[src/rtl/core/dap_pkg.sv]
// Shared types and constants for the decimal amount parser.
// No dependencies; compiled before every other file of the block.
package dap_pkg;

  localparam int unsigned CHAR_W      = 8;
  localparam int unsigned SCALE_W     = 5;
  localparam int unsigned VALUE_W     = 63;
  localparam int unsigned AMOUNT_W    = 64;
  localparam int unsigned DIGIT_W     = 4;
  localparam int unsigned MAC_W       = VALUE_W + 4;
  localparam int unsigned QUEUE_DEPTH = 4;
  localparam int unsigned QPTR_W      = $clog2(QUEUE_DEPTH);
  localparam int unsigned QCNT_W      = $clog2(QUEUE_DEPTH + 1);

  localparam logic [SCALE_W-1:0] SCALE_RESET = 5'd2;

  localparam logic [CHAR_W-1:0] CH_NUL   = 8'h00;
  localparam logic [CHAR_W-1:0] CH_PLUS  = 8'h2B;
  localparam logic [CHAR_W-1:0] CH_MINUS = 8'h2D;
  localparam logic [CHAR_W-1:0] CH_POINT = 8'h2E;
  localparam logic [CHAR_W-1:0] CH_COMMA = 8'h2C;
  localparam logic [CHAR_W-1:0] CH_ZERO  = 8'h30;
  localparam logic [CHAR_W-1:0] CH_NINE  = 8'h39;

  typedef enum logic [2:0] {
    TK_DIGIT,
    TK_PLUS,
    TK_MINUS,
    TK_POINT,
    TK_END,
    TK_OTHER
  } tok_kind_t;

  typedef struct packed {
    tok_kind_t           kind;
    logic [DIGIT_W-1:0]  digit;
  } token_t;

  typedef enum logic [2:0] {
    PH_START  = 3'd0,
    PH_SIGNED = 3'd1,
    PH_INT    = 3'd2,
    PH_FRAC   = 3'd3,
    PH_BAD    = 3'd4
  } phase_t;

  typedef enum logic {
    ST_RUN,
    ST_PAD
  } ctl_state_t;

endpackage

[src/rtl/core/dap_char_if.sv]
// Character channel: valid/ready handshake carrying one byte per transaction.
// Depends on dap_pkg.
interface dap_char_if import dap_pkg::*; ();
  logic              valid;
  logic              ready;
  logic [CHAR_W-1:0] char_code;

  modport source (output valid, output char_code, input ready);
  modport sink   (input valid, input char_code, output ready);
endinterface

[src/rtl/core/dap_result_if.sv]
// Result channel: valid/ready handshake carrying amount and ok flag.
// Depends on dap_pkg.
interface dap_result_if import dap_pkg::*; ();
  logic                       valid;
  logic                       ready;
  logic signed [AMOUNT_W-1:0] amount;
  logic                       ok;

  modport source (output valid, output amount, output ok, input ready);
  modport sink   (input valid, input amount, input ok, output ready);
endinterface

[src/rtl/core/dap_front.sv]
// Front end: takes character transactions and classifies them into tokens.
// Depends on dap_pkg and dap_char_if; feeds dap_queue.
module dap_front import dap_pkg::*; (
  dap_char_if.sink chars,
  output logic     push_valid,
  output token_t   push_tok,
  input  logic     push_ready
);

  logic [CHAR_W-1:0] c;

  assign c           = chars.char_code;
  assign chars.ready = push_ready;
  assign push_valid  = chars.valid;

  always_comb begin
    push_tok.digit = '0;
    if (c == CH_NUL) begin
      push_tok.kind = TK_END;
    end else if (c >= CH_ZERO && c <= CH_NINE) begin
      push_tok.kind  = TK_DIGIT;
      push_tok.digit = DIGIT_W'(c - CH_ZERO);
    end else if (c == CH_PLUS) begin
      push_tok.kind = TK_PLUS;
    end else if (c == CH_MINUS) begin
      push_tok.kind = TK_MINUS;
    end else if (c == CH_POINT || c == CH_COMMA) begin
      push_tok.kind = TK_POINT;
    end else begin
      push_tok.kind = TK_OTHER;
    end
  end

endmodule

[src/rtl/core/dap_queue.sv]
// Short token queue decoupling the front end from the back end.
// Depends on dap_pkg.
module dap_queue import dap_pkg::*; (
  input  logic   clk,
  input  logic   rst,
  input  logic   push_valid,
  input  token_t push_tok,
  output logic   push_ready,
  output logic   pop_valid,
  output token_t pop_tok,
  input  logic   pop
);

  token_t              slots [QUEUE_DEPTH];
  logic [QPTR_W-1:0]   wr_ptr;
  logic [QPTR_W-1:0]   rd_ptr;
  logic [QCNT_W-1:0]   count;
  logic                do_push;
  logic                do_pop;

  assign push_ready = (count != QCNT_W'(QUEUE_DEPTH));
  assign pop_valid  = (count != '0);
  assign pop_tok    = slots[rd_ptr];
  assign do_push    = push_valid && push_ready;
  assign do_pop     = pop && pop_valid;

  always_ff @(posedge clk) begin
    if (do_push) begin
      slots[wr_ptr] <= push_tok;
    end
  end

  always_ff @(posedge clk) begin
    if (rst) begin
      wr_ptr <= '0;
      rd_ptr <= '0;
      count  <= '0;
    end else begin
      if (do_push) begin
        wr_ptr <= (wr_ptr == QPTR_W'(QUEUE_DEPTH - 1)) ? '0 : wr_ptr + 1'b1;
      end
      if (do_pop) begin
        rd_ptr <= (rd_ptr == QPTR_W'(QUEUE_DEPTH - 1)) ? '0 : rd_ptr + 1'b1;
      end
      case ({do_push, do_pop})
        2'b10:   count <= count + 1'b1;
        2'b01:   count <= count - 1'b1;
        default: count <= count;
      endcase
    end
  end

endmodule

[src/rtl/core/dap_back.sv]
// Back end: runs the parse on queued tokens, pads to scale, holds the result.
// Depends on dap_pkg and dap_result_if; fed by dap_queue.
module dap_back import dap_pkg::*; (
  input  logic               clk,
  input  logic               rst,
  input  logic [SCALE_W-1:0] scale,
  input  logic               tok_valid,
  input  token_t             tok,
  output logic               pop,
  dap_result_if.source       results
);

  ctl_state_t          ctl_state, ctl_state_next;
  phase_t              phase, phase_next;
  logic [VALUE_W-1:0]  value, value_next;
  logic                neg, neg_next;
  logic [SCALE_W-1:0]  fcount, fcount_next;
  logic                good, good_next;
  logic                res_valid;
  logic signed [AMOUNT_W-1:0] res_amount;
  logic                res_ok;

  logic [DIGIT_W-1:0]  mac_digit;
  logic [MAC_W-1:0]    mac;
  logic                mac_ovf;
  logic                pad_more;
  logic                pad_step;
  logic                load;
  logic                slot_free;
  logic [AMOUNT_W-1:0] mag;

  // value * 10 + digit, overflow when it leaves the 63-bit range
  assign mac_digit = (ctl_state == ST_RUN) ? tok.digit : '0;
  assign mac       = ({4'b0, value} << 3) + ({4'b0, value} << 1) + MAC_W'(mac_digit);
  assign mac_ovf   = |mac[MAC_W-1:VALUE_W];
  assign pad_more  = good && (fcount < scale);
  assign slot_free = !res_valid || results.ready;
  assign mag       = {1'b0, value};

  // controller next state
  always_comb begin
    ctl_state_next = ctl_state;
    case (ctl_state)
      ST_RUN: begin
        if (tok_valid && tok.kind == TK_END) ctl_state_next = ST_PAD;
      end
      ST_PAD: begin
        if (!pad_more && slot_free) ctl_state_next = ST_RUN;
      end
      default: ctl_state_next = ST_RUN;
    endcase
  end

  // controller outputs
  always_comb begin
    pop      = 1'b0;
    pad_step = 1'b0;
    load     = 1'b0;
    case (ctl_state)
      ST_RUN: pop = tok_valid;
      ST_PAD: begin
        pad_step = pad_more;
        load     = !pad_more && slot_free;
      end
      default: ;
    endcase
  end

  // parse datapath
  always_comb begin
    phase_next  = phase;
    value_next  = value;
    neg_next    = neg;
    fcount_next = fcount;
    good_next   = good;
    if (pop) begin
      if (tok.kind == TK_END) begin
        good_next = (phase == PH_INT) || (phase == PH_FRAC);
      end else begin
        case (phase)
          PH_START, PH_SIGNED: begin
            if (phase == PH_START && (tok.kind == TK_PLUS || tok.kind == TK_MINUS)) begin
              neg_next   = (tok.kind == TK_MINUS);
              phase_next = PH_SIGNED;
            end else if (tok.kind == TK_DIGIT && !mac_ovf) begin
              value_next = mac[VALUE_W-1:0];
              phase_next = PH_INT;
            end else begin
              phase_next = PH_BAD;
            end
          end
          PH_INT: begin
            if (tok.kind == TK_DIGIT) begin
              if (mac_ovf) phase_next = PH_BAD;
              else value_next = mac[VALUE_W-1:0];
            end else if (tok.kind == TK_POINT) begin
              phase_next = PH_FRAC;
            end else begin
              phase_next = PH_BAD;
            end
          end
          PH_FRAC: begin
            if (tok.kind != TK_DIGIT || fcount >= scale || mac_ovf) begin
              phase_next = PH_BAD;
            end else begin
              value_next  = mac[VALUE_W-1:0];
              fcount_next = fcount + 1'b1;
            end
          end
          default: phase_next = PH_BAD;
        endcase
      end
    end else if (pad_step) begin
      if (mac_ovf) begin
        good_next = 1'b0;
      end else begin
        value_next  = mac[VALUE_W-1:0];
        fcount_next = fcount + 1'b1;
      end
    end else if (load) begin
      phase_next  = PH_START;
      value_next  = '0;
      neg_next    = 1'b0;
      fcount_next = '0;
      good_next   = 1'b0;
    end
  end

  always_ff @(posedge clk) begin
    if (rst) begin
      ctl_state <= ST_RUN;
      phase     <= PH_START;
      value     <= '0;
      neg       <= 1'b0;
      fcount    <= '0;
      good      <= 1'b0;
      res_valid <= 1'b0;
    end else begin
      ctl_state <= ctl_state_next;
      phase     <= phase_next;
      value     <= value_next;
      neg       <= neg_next;
      fcount    <= fcount_next;
      good      <= good_next;
      if (load) res_valid <= 1'b1;
      else if (results.ready) res_valid <= 1'b0;
    end
  end

  always_ff @(posedge clk) begin
    if (load) begin
      res_ok     <= good;
      res_amount <= !good ? '0 : (neg ? -$signed(mag) : $signed(mag));
    end
  end

  assign results.valid  = res_valid;
  assign results.amount = res_amount;
  assign results.ok     = res_ok;

  a_reject_zero: assert property (@(posedge clk) disable iff (rst)
    (res_valid && !res_ok) |-> (res_amount == '0))
    else $error("rejected result carries a non-zero amount");

  a_no_pop_in_pad: assert property (@(posedge clk) disable iff (rst)
    (ctl_state == ST_PAD) |-> !pop)
    else $error("token popped while padding");

  a_pad_counts: assert property (@(posedge clk) disable iff (rst)
    (pad_step && !mac_ovf) |=> (fcount == $past(fcount) + 1'b1))
    else $error("padding step did not advance the fraction count");

  a_load_clears: assert property (@(posedge clk) disable iff (rst)
    load |=> (phase == PH_START && value == '0 && fcount == '0 && res_valid))
    else $error("parse state not cleared after result load");

endmodule

[src/rtl/core/decimal_amount_parser.sv]
// Decimal amount parser, top level: scale register, front end, queue, back end.
// Depends on dap_pkg, dap_char_if, dap_result_if, dap_front, dap_queue, dap_back.
//
// Feed one character byte per transaction on chars; a zero byte ends the string
// and produces exactly one transaction on results with the signed amount in minor
// units and an ok flag (amount is zero when ok is low). Accepted form: optional
// '+' or '-', one or more integer digits, optionally '.' or ',' and up to scale
// fraction digits; anything else, or a value above 2^63-1, rejects the string.
// Back end: every non-terminating character is popped and goes through one
// multiply-by-ten-and-add with overflow check. A valid terminator is popped,
// then takes one padding step per missing fraction digit through the same
// multiply-by-ten unit, then loads the output register; padding stops early
// on overflow, a rejected string needs only the pop and the load, and the
// load waits while an earlier result is still held. A four-entry token
// queue lets characters keep arriving while the back end pads, and the
// output register lets the next string start while a result still waits to
// be taken. The scale register (reset 2) is written through cfg_we /
// cfg_wdata and must only change while the block is idle.

module decimal_amount_parser import dap_pkg::*; (
  input  logic               clk,
  input  logic               rst,
  input  logic               cfg_we,
  input  logic [SCALE_W-1:0] cfg_wdata,
  dap_char_if.sink           chars,
  dap_result_if.source       results
);

  logic [SCALE_W-1:0] scale;

  // front end to queue
  logic   push_valid;
  logic   push_ready;
  token_t push_tok;

  // queue to back end
  logic   pop_valid;
  logic   pop;
  token_t pop_tok;

  always_ff @(posedge clk) begin
    if (rst) begin
      scale <= SCALE_RESET;
    end else if (cfg_we) begin
      scale <= cfg_wdata;
    end
  end

  // classify each byte into a token
  dap_front u_front (
    .chars      (chars),
    .push_valid (push_valid),
    .push_tok   (push_tok),
    .push_ready (push_ready)
  );

  // decoupling queue
  dap_queue u_queue (
    .clk        (clk),
    .rst        (rst),
    .push_valid (push_valid),
    .push_tok   (push_tok),
    .push_ready (push_ready),
    .pop_valid  (pop_valid),
    .pop_tok    (pop_tok),
    .pop        (pop)
  );

  // parse, pad, sign and hold the result
  dap_back u_back (
    .clk       (clk),
    .rst       (rst),
    .scale     (scale),
    .tok_valid (pop_valid),
    .tok       (pop_tok),
    .pop       (pop),
    .results   (results)
  );

endmodule

[src/flat_wrapper.sv]
// flat-port wrapper written by rule: the top's interface ports become plain ports
module decimal_amount_parser_flat import dap_pkg::*;
  (clk, rst, cfg_we, cfg_wdata, chars_valid, chars_char_code, chars_ready, results_valid, results_amount, results_ok, results_ready);
  dap_char_if chars_i ();
  dap_result_if results_i ();
  input  logic clk;
  input  logic rst;
  input  logic cfg_we;
  input  logic [SCALE_W-1:0] cfg_wdata;
  input wire logic [$bits(chars_i.valid)-1:0] chars_valid;
  input wire logic [$bits(chars_i.char_code)-1:0] chars_char_code;
  output wire logic [$bits(chars_i.ready)-1:0] chars_ready;
  output wire logic [$bits(results_i.valid)-1:0] results_valid;
  output wire logic [$bits(results_i.amount)-1:0] results_amount;
  output wire logic [$bits(results_i.ok)-1:0] results_ok;
  input wire logic [$bits(results_i.ready)-1:0] results_ready;
  assign chars_i.valid = chars_valid;
  assign chars_i.char_code = chars_char_code;
  assign chars_ready = chars_i.ready;
  assign results_valid = results_i.valid;
  assign results_amount = results_i.amount;
  assign results_ok = results_i.ok;
  assign results_i.ready = results_ready;
  decimal_amount_parser u_core (.clk(clk), .rst(rst), .cfg_we(cfg_we), .cfg_wdata(cfg_wdata), .chars(chars_i), .results(results_i));
endmodule
[config.mk]
export PLATFORM = sky130hd
export DESIGN_NAME = decimal_amount_parser_flat
export DESIGN_NICKNAME = d
export VERILOG_FILES = /design/src/rtl/core/dap_pkg.sv /design/src/rtl/core/dap_char_if.sv /design/src/rtl/core/dap_result_if.sv /design/src/rtl/core/dap_front.sv /design/src/rtl/core/dap_queue.sv /design/src/rtl/core/dap_back.sv /design/src/rtl/core/decimal_amount_parser.sv /design/src/flat_wrapper.sv
export SDC_FILE = /design/constraint.sdc
export NUM_CORES = 1
export LEC_CHECK = 0
export BUFFER_PORTS_ARGS = -buffer_cell sky130_fd_sc_hd__buf_2
export CORE_MARGIN = 5
export CORE_UTILIZATION = 35
export DETAILED_ROUTE_END_ITERATION = 12
export REMOVE_ABC_BUFFERS = 1
export SYNTH_ARGS = -nofsm -noshare
export SYNTH_HDL_FRONTEND = slang
export SYNTH_HIERARCHICAL = 1
export SYNTH_SLANG_ARGS = --single-unit
[constraint.sdc]
create_clock -name clk -period 11.3 [get_ports clk]
set_input_delay 2.825 -clock clk [delete_from_list [all_inputs] [get_ports clk]]
set_output_delay 2.825 -clock clk [all_outputs]
set_load 0.005 [all_outputs]
### After elaboration in Yosys (flattened, before gate mapping)

Memories as Yosys holds them, arrays and structs flattened. A register that Yosys moved wholly into a read port is not among the register bits.
Index checks and enable logic that the tools add are counted.

* add/subtract/negate cells: 9
* $lt $le $gt $ge: 4
* eq/ne operators: 32
* multiplexer cells: 62
* bitwise gates (word level): 1
* reduce and logical (&&, ||, !) cells: 34

Operators by type and width (count)
* two-way mux 63 bit: 10
* case mux 63 bit (3 select lines): 1
* adder 66 x 64 -> 67 bit: 1
* adder 67 x 4 -> 67 bit: 1
* negation 63 -> 64 bit: 1
* two-way mux 3 bit: 15
* two-way mux 5 bit: 7
* equality test 8 x 6 -> 1 bit, second input constant: 4
* two-way mux 1 bit: 19
* != test 3 bit, second input constant: 6
* AND reduction 5 bit: 3
* equality test 3 x 2 -> 1 bit, second input constant: 4
* two-way mux 4 bit: 3
* != test 2 bit, second input constant: 6
* case mux 3 bit (3 select lines): 1
* nonzero test 3 bit: 3
* >= comparator 8 x 6 -> 1 bit, second input constant: 1
* <= comparator 8 x 6 -> 1 bit, second input constant: 1
* logical AND 1 bit: 8
* logical NOT 8 bit: 1
* two-way mux 2 bit: 4
* != test 4 bit, second input constant: 2
* AND reduction 7 bit: 1
* equality test 2 bit, second input constant: 3
* other kinds (23): 36

* flip-flop bits (word level): 152
* bits in writable memories: 28
* input bits: 18
* output and inout port bits: 67
* logic and storage cells: 157
* memories kept: 1

Memories
* u_core.u_queue.slots: words 4, bits a word 7, rd ports 1, clocked after memory_dff 1, write ports 1, line dap_queue.sv:14 `token_t slots [QUEUE_DEPTH];`

### Logic depth before layout (Yosys ltp)

* depth in word-level cells: 10
* gate-level depth with buffers: 19
* depth with buffers taken out: 16

### Modules after synthesis

The synthesis kept the hierarchy.

By module, submodules not included
* dap_back: times used 1, cells an instance 1267, area an instance 11354.6 µm², sequential area each 3453.3 µm²
* dap_queue: times used 1, cells an instance 89, area an instance 1497.7 µm², sequential area each 1021.0 µm²
* decimal_amount_parser: times used 1, cells an instance 16, area an instance 183.9 µm², sequential area each 100.1 µm²
* dap_front: times used 1, cells an instance 23, area an instance 166.4 µm², sequential area each 0.0 µm²

### Worst setup path after synthesis

OpenSTA, ideal clock, no wires.

* path kind: input-to-reg
* from: input results_ready
* to: register u_core.u_back.value[34]
* setup time: 0.127 ns
* data arrival time: 5.407 ns
* data required time: 11.173 ns
* path slack: 5.766 ns
* cell stages on the path: 8
* cells stage by stage: nand2b_1 nand3_1 inv_1 nor2_1 a21boi_1 buf_2 buf_1 o2bb2ai_1

* cells in the longest elaborated chain, start to end: 5

RTL lines
* start, declared: line flat_wrapper.sv:16 `input wire logic [$bits(results_i.ready)-1:0] results_ready;`
* logical OR 1 bit: line dap_back.sv:37 `assign slot_free = !res_valid || results.ready;`
* logical AND 1 bit: line dap_back.sv:63 `load = !pad_more && slot_free;`
* two-way mux 1 bit: line dap_back.sv:59 `case (ctl_state)`
* via u_core.u_back.load: line dap_back.sv:28 `logic load;`
* nonzero test 3 bit (no source line)
* AND reduction 7 bit (no source line)
* end signal, assigned: line dap_back.sv:141 `value <= value_next;`
* end, declared: line dap_back.sv:15 `logic [VALUE_W-1:0] value, value_next;`

The timed path passes the listed nets, and every way through them passes these cells.
A chain may end at the register's enable or synchronous reset.

==> impl_metrics.json <==
{
  "maxCapViolations": 0,
  "power.leakage_nw": 6.18,
  "synth-async-reset-ratio_pct": 0,
  "antennaDiodeCount": 0,
  "clock.fmax_mhz": 173,
  "synth_edf_count": 93,
  "worst_pin_slew_ns": 0.906,
  "clock_latency_ns": 0.45,
  "crit_family": "compound AO/OA/AOI/OAI gates",
  "wl_mm": 31.6,
  "arrival_ns": 6.16,
  "rows": 71,
  "clockRootBuffer": "clkbuf_16",
  "cts_buffer_depth": 2,
  "vias": 10600,
  "synth_cell_types": 91,
  "ys_ff_latch": 182,
  "yosysSeqAreaShare_pct": 34.6,
  "synthFlopType": "edfxtp_1",
  "p_per_area_nw_per_um2": 139,
  "vdd_drop_max_uv": 110,
  "cts_resized": 0,
  "clk_pin_slew_worst_paths_ns": 0.07,
  "firstDrtPassIters": 5,
  "layout.nets": 1600,
  "grt_pass1_wl_mm": 53.7,
  "critPathBufInv": 3,
  "die_w_um": 204,
  "cts_tree": "done",
  "gp_congestion": 0.867,
  "cts_setup_buffers": 0,
  "finalSetupViolCount": 0,
  "io_pins": 85,
  "die_h_um": 204,
  "clkSinkCount": 182,
  "critPathCaptureType": "register",
  "fin_crit_ns": 5.79,
  "cp_slowest_stage_delay_ns": 0.69,
  "slew_viol_final": 0,
  "crit_fanout": 32,
  "start_util_pct": 35.2,
  "grt_pass1_vias": 10400,
  "drt-initial-drc-count": 465,
  "synthCells": 1395,
  "synth_area_um2": 13200,
  "skew_ns": 0.0100,
  "hpwl_mm": 24.3,
  "drive_above_1_share_pct": 11.7,
  "grt_usage_pct": 15.5,
  "grt_setup_unrepaired": "false",
  "drc": 0,
  "hp-class": "register to register",
  "post-route-util_pct": 39.0,
  "ff2ff_setup_slack_ns": 5.51,
  "syn_to_final_growth_pct": 10.8,
  "hold-worst-slack_ns": 0.489,
  "crit_type": "register to register",
  "fin_tns_setup_ns": 0,
  "netlist_top_cells_area": "edfxtp_1 21%, dfxtp_1 13%, ha_1 13%",
  "synth.top_cell.area_share_pct": 21.2,
  "coreArea_um2": 37500,
  "crit_chain": "mux4_2, nand2_1, fa_1, inv_1, ha_1, a211oi_1, o211ai_1, nand3_1, a31oi_1, o31ai_1, mux2i_1, o211ai_1, nor3_1, buf_4, a21boi_4, buf_4, o2bb2ai_1",
  "via_per_inst": 5.37,
  "htree_num_levels": 4,
  "grt_max_degree": 70,
  "slew_headroom_pct": 39.6,
  "cts_hold_buffers": 0,
  "setup_slack_ns": 5.51,
  "port_buffers": 84,
  "hold_violations": 0,
  "cp.required_ns": 11.67,
  "critPathSlowestCell": "a21boi_4",
  "p_total_mw": 2.03,
  "fin_crit_sh_pct": 51.2,
  "ant_nets": 0,
  "die_area_um2": 41700,
  "dp_slack_ns": 5.53,
  "wire_per_inst_um": 16.1,
  "avgSynthCellArea_um2": 9.46,
  "status": "finished clean",
  "startpoint_type": "register",
  "antenna_found_initial": 0,
  "cts_buffers": 17,
  "synth_warnings": 6,
  "grt.overflow.total": 0,
  "yosys.area.top_type": "edfxtp_1"
}
final cells by class:
class | count | area [um^2]
fill | 3839 | 22900
multi-input combinational | 1099 | 8190
sequential | 182 | 4580
tap | 511 | 639
timing repair buffer | 93 | 488
clock buffer | 19 | 443
inverter | 48 | 180
clock inverter | 13 | 121
worst reg2reg max path, delay by kind of cell (launching register included):
family                   cells  cell delay, ns
AO/OA/AOI/OAI                7            2.56
buffers and inverters        3            0.76
multiplexers                 2            0.73
adder cells (fa/ha/maj)      2            0.70
flip-flops                   1            0.61
AND/OR/NAND/NOR              3            0.35
per-layer routing:
layer  vias up  track usage [%]  part of all wire [%]
met4         0             4.16                   1.4
met2       193             25.7                    47
met5         -                0                     0
met1      5003             21.1                    48
li1       5324                -                     -
met3        31             2.59                   3.7
final timing paths:
| kind | from | to | depth (start not counted) |
|---|---|---|---|
| setup reg to reg | register | u_core/u_back/value[48]$_SDFFE_PP0P_ | 17 |
| hold reg to reg | u_core/u_back/fcount[4]$_SDFFE_PP0P_ | u_core/u_back/fcount[4]$_SDFFE_PP0P_ | 2 |
| hold / removal | u_core/u_back/fcount[4]$_SDFFE_PP0P_ | u_core/u_back/fcount[4]$_SDFFE_PP0P_ | 2 |
| setup / recovery | register | u_core/u_back/value[48]$_SDFFE_PP0P_ | 17 |
cell families after synthesis:
kind of cell             synth area share [%]
flip-flops                               34.6
AO/OA/AOI/OAI                            21.0
AND/OR/NAND/NOR                          17.1
buffers and inverters                    3.44
adder cells (fa/ha/maj)                  13.6
multiplexers                             2.26
XOR/XNOR                                 7.89
Yosys cell counts (47+ instances only):
cell       number
nor2_1         67
and2_1         67
edfxtp_1       93
o2bb2ai_1      57
a21oi_1        89
ha_1          138
dfxtp_1        89
inv_1          47
xnor2_1        85
nand2_1       108
clkbuf_1       51
o21ai_0        82
state kept, by name (all words and copies together), names as in the netlist, 2 cells and up, named ones only:
| signal | count |
|---|---|
| u_core/u_back/phase | 3 |
| u_core/scale | 5 |
| u_core/u_queue/rd_ptr | 2 |
| u_core/u_queue/wr_ptr | 2 |
| u_core/u_back/fcount | 5 |
| u_core/u_queue/slots | 28 |
| u_core/u_queue/count | 3 |
| u_core/u_back/results.amount | 64 |
| u_core/u_back/value | 63 |
stage by stage:
stage                     cells  instance area [um^2]
after global routing       1965                 14600
after global placement     1933                 14100
after CTS                  1965                 14600
after detailed placement   1933                 14100
final                      1965                 14600
after floorplan            1329                 12900
power breakdown:
group          switching, mW  internal, mW  total, mW
clock                  0.269         0.311      0.580
combinational          0.447         0.232      0.679
sequential            0.0438         0.729      0.773
total                  0.759          1.27       2.03
layout by cell type, fill, tap and decap left out, types with 6 or more instances in the layout:
cell / n
o21a_1: 7
nor2b_1: 13
clkbuf_16: 17
mux2i_1: 13
o21bai_1: 13
a21oi_1: 89
and3_1: 10
nor2_1: 67
or3_1: 7
o21ai_0: 82
and2_1: 67
edfxtp_1: 93
o31ai_1: 21
a21o_1: 27
xnor2_1: 85
a211o_1: 6
nor4_1: 12
a221oi_1: 7
o2bb2ai_1: 57
inv_1: 46
nand3_1: 25
nand4_1: 21
o211ai_1: 11
nor3_1: 17
buf_2: 84
mux4_2: 7
or4_1: 10
a31oi_1: 12
nand2b_1: 18
dfxtp_1: 87
ha_1: 138
buf_4: 9
nand2_1: 108
xor2_1: 34
o41ai_1: 8
No activity file was read; power rests on OpenSTA's default activity.
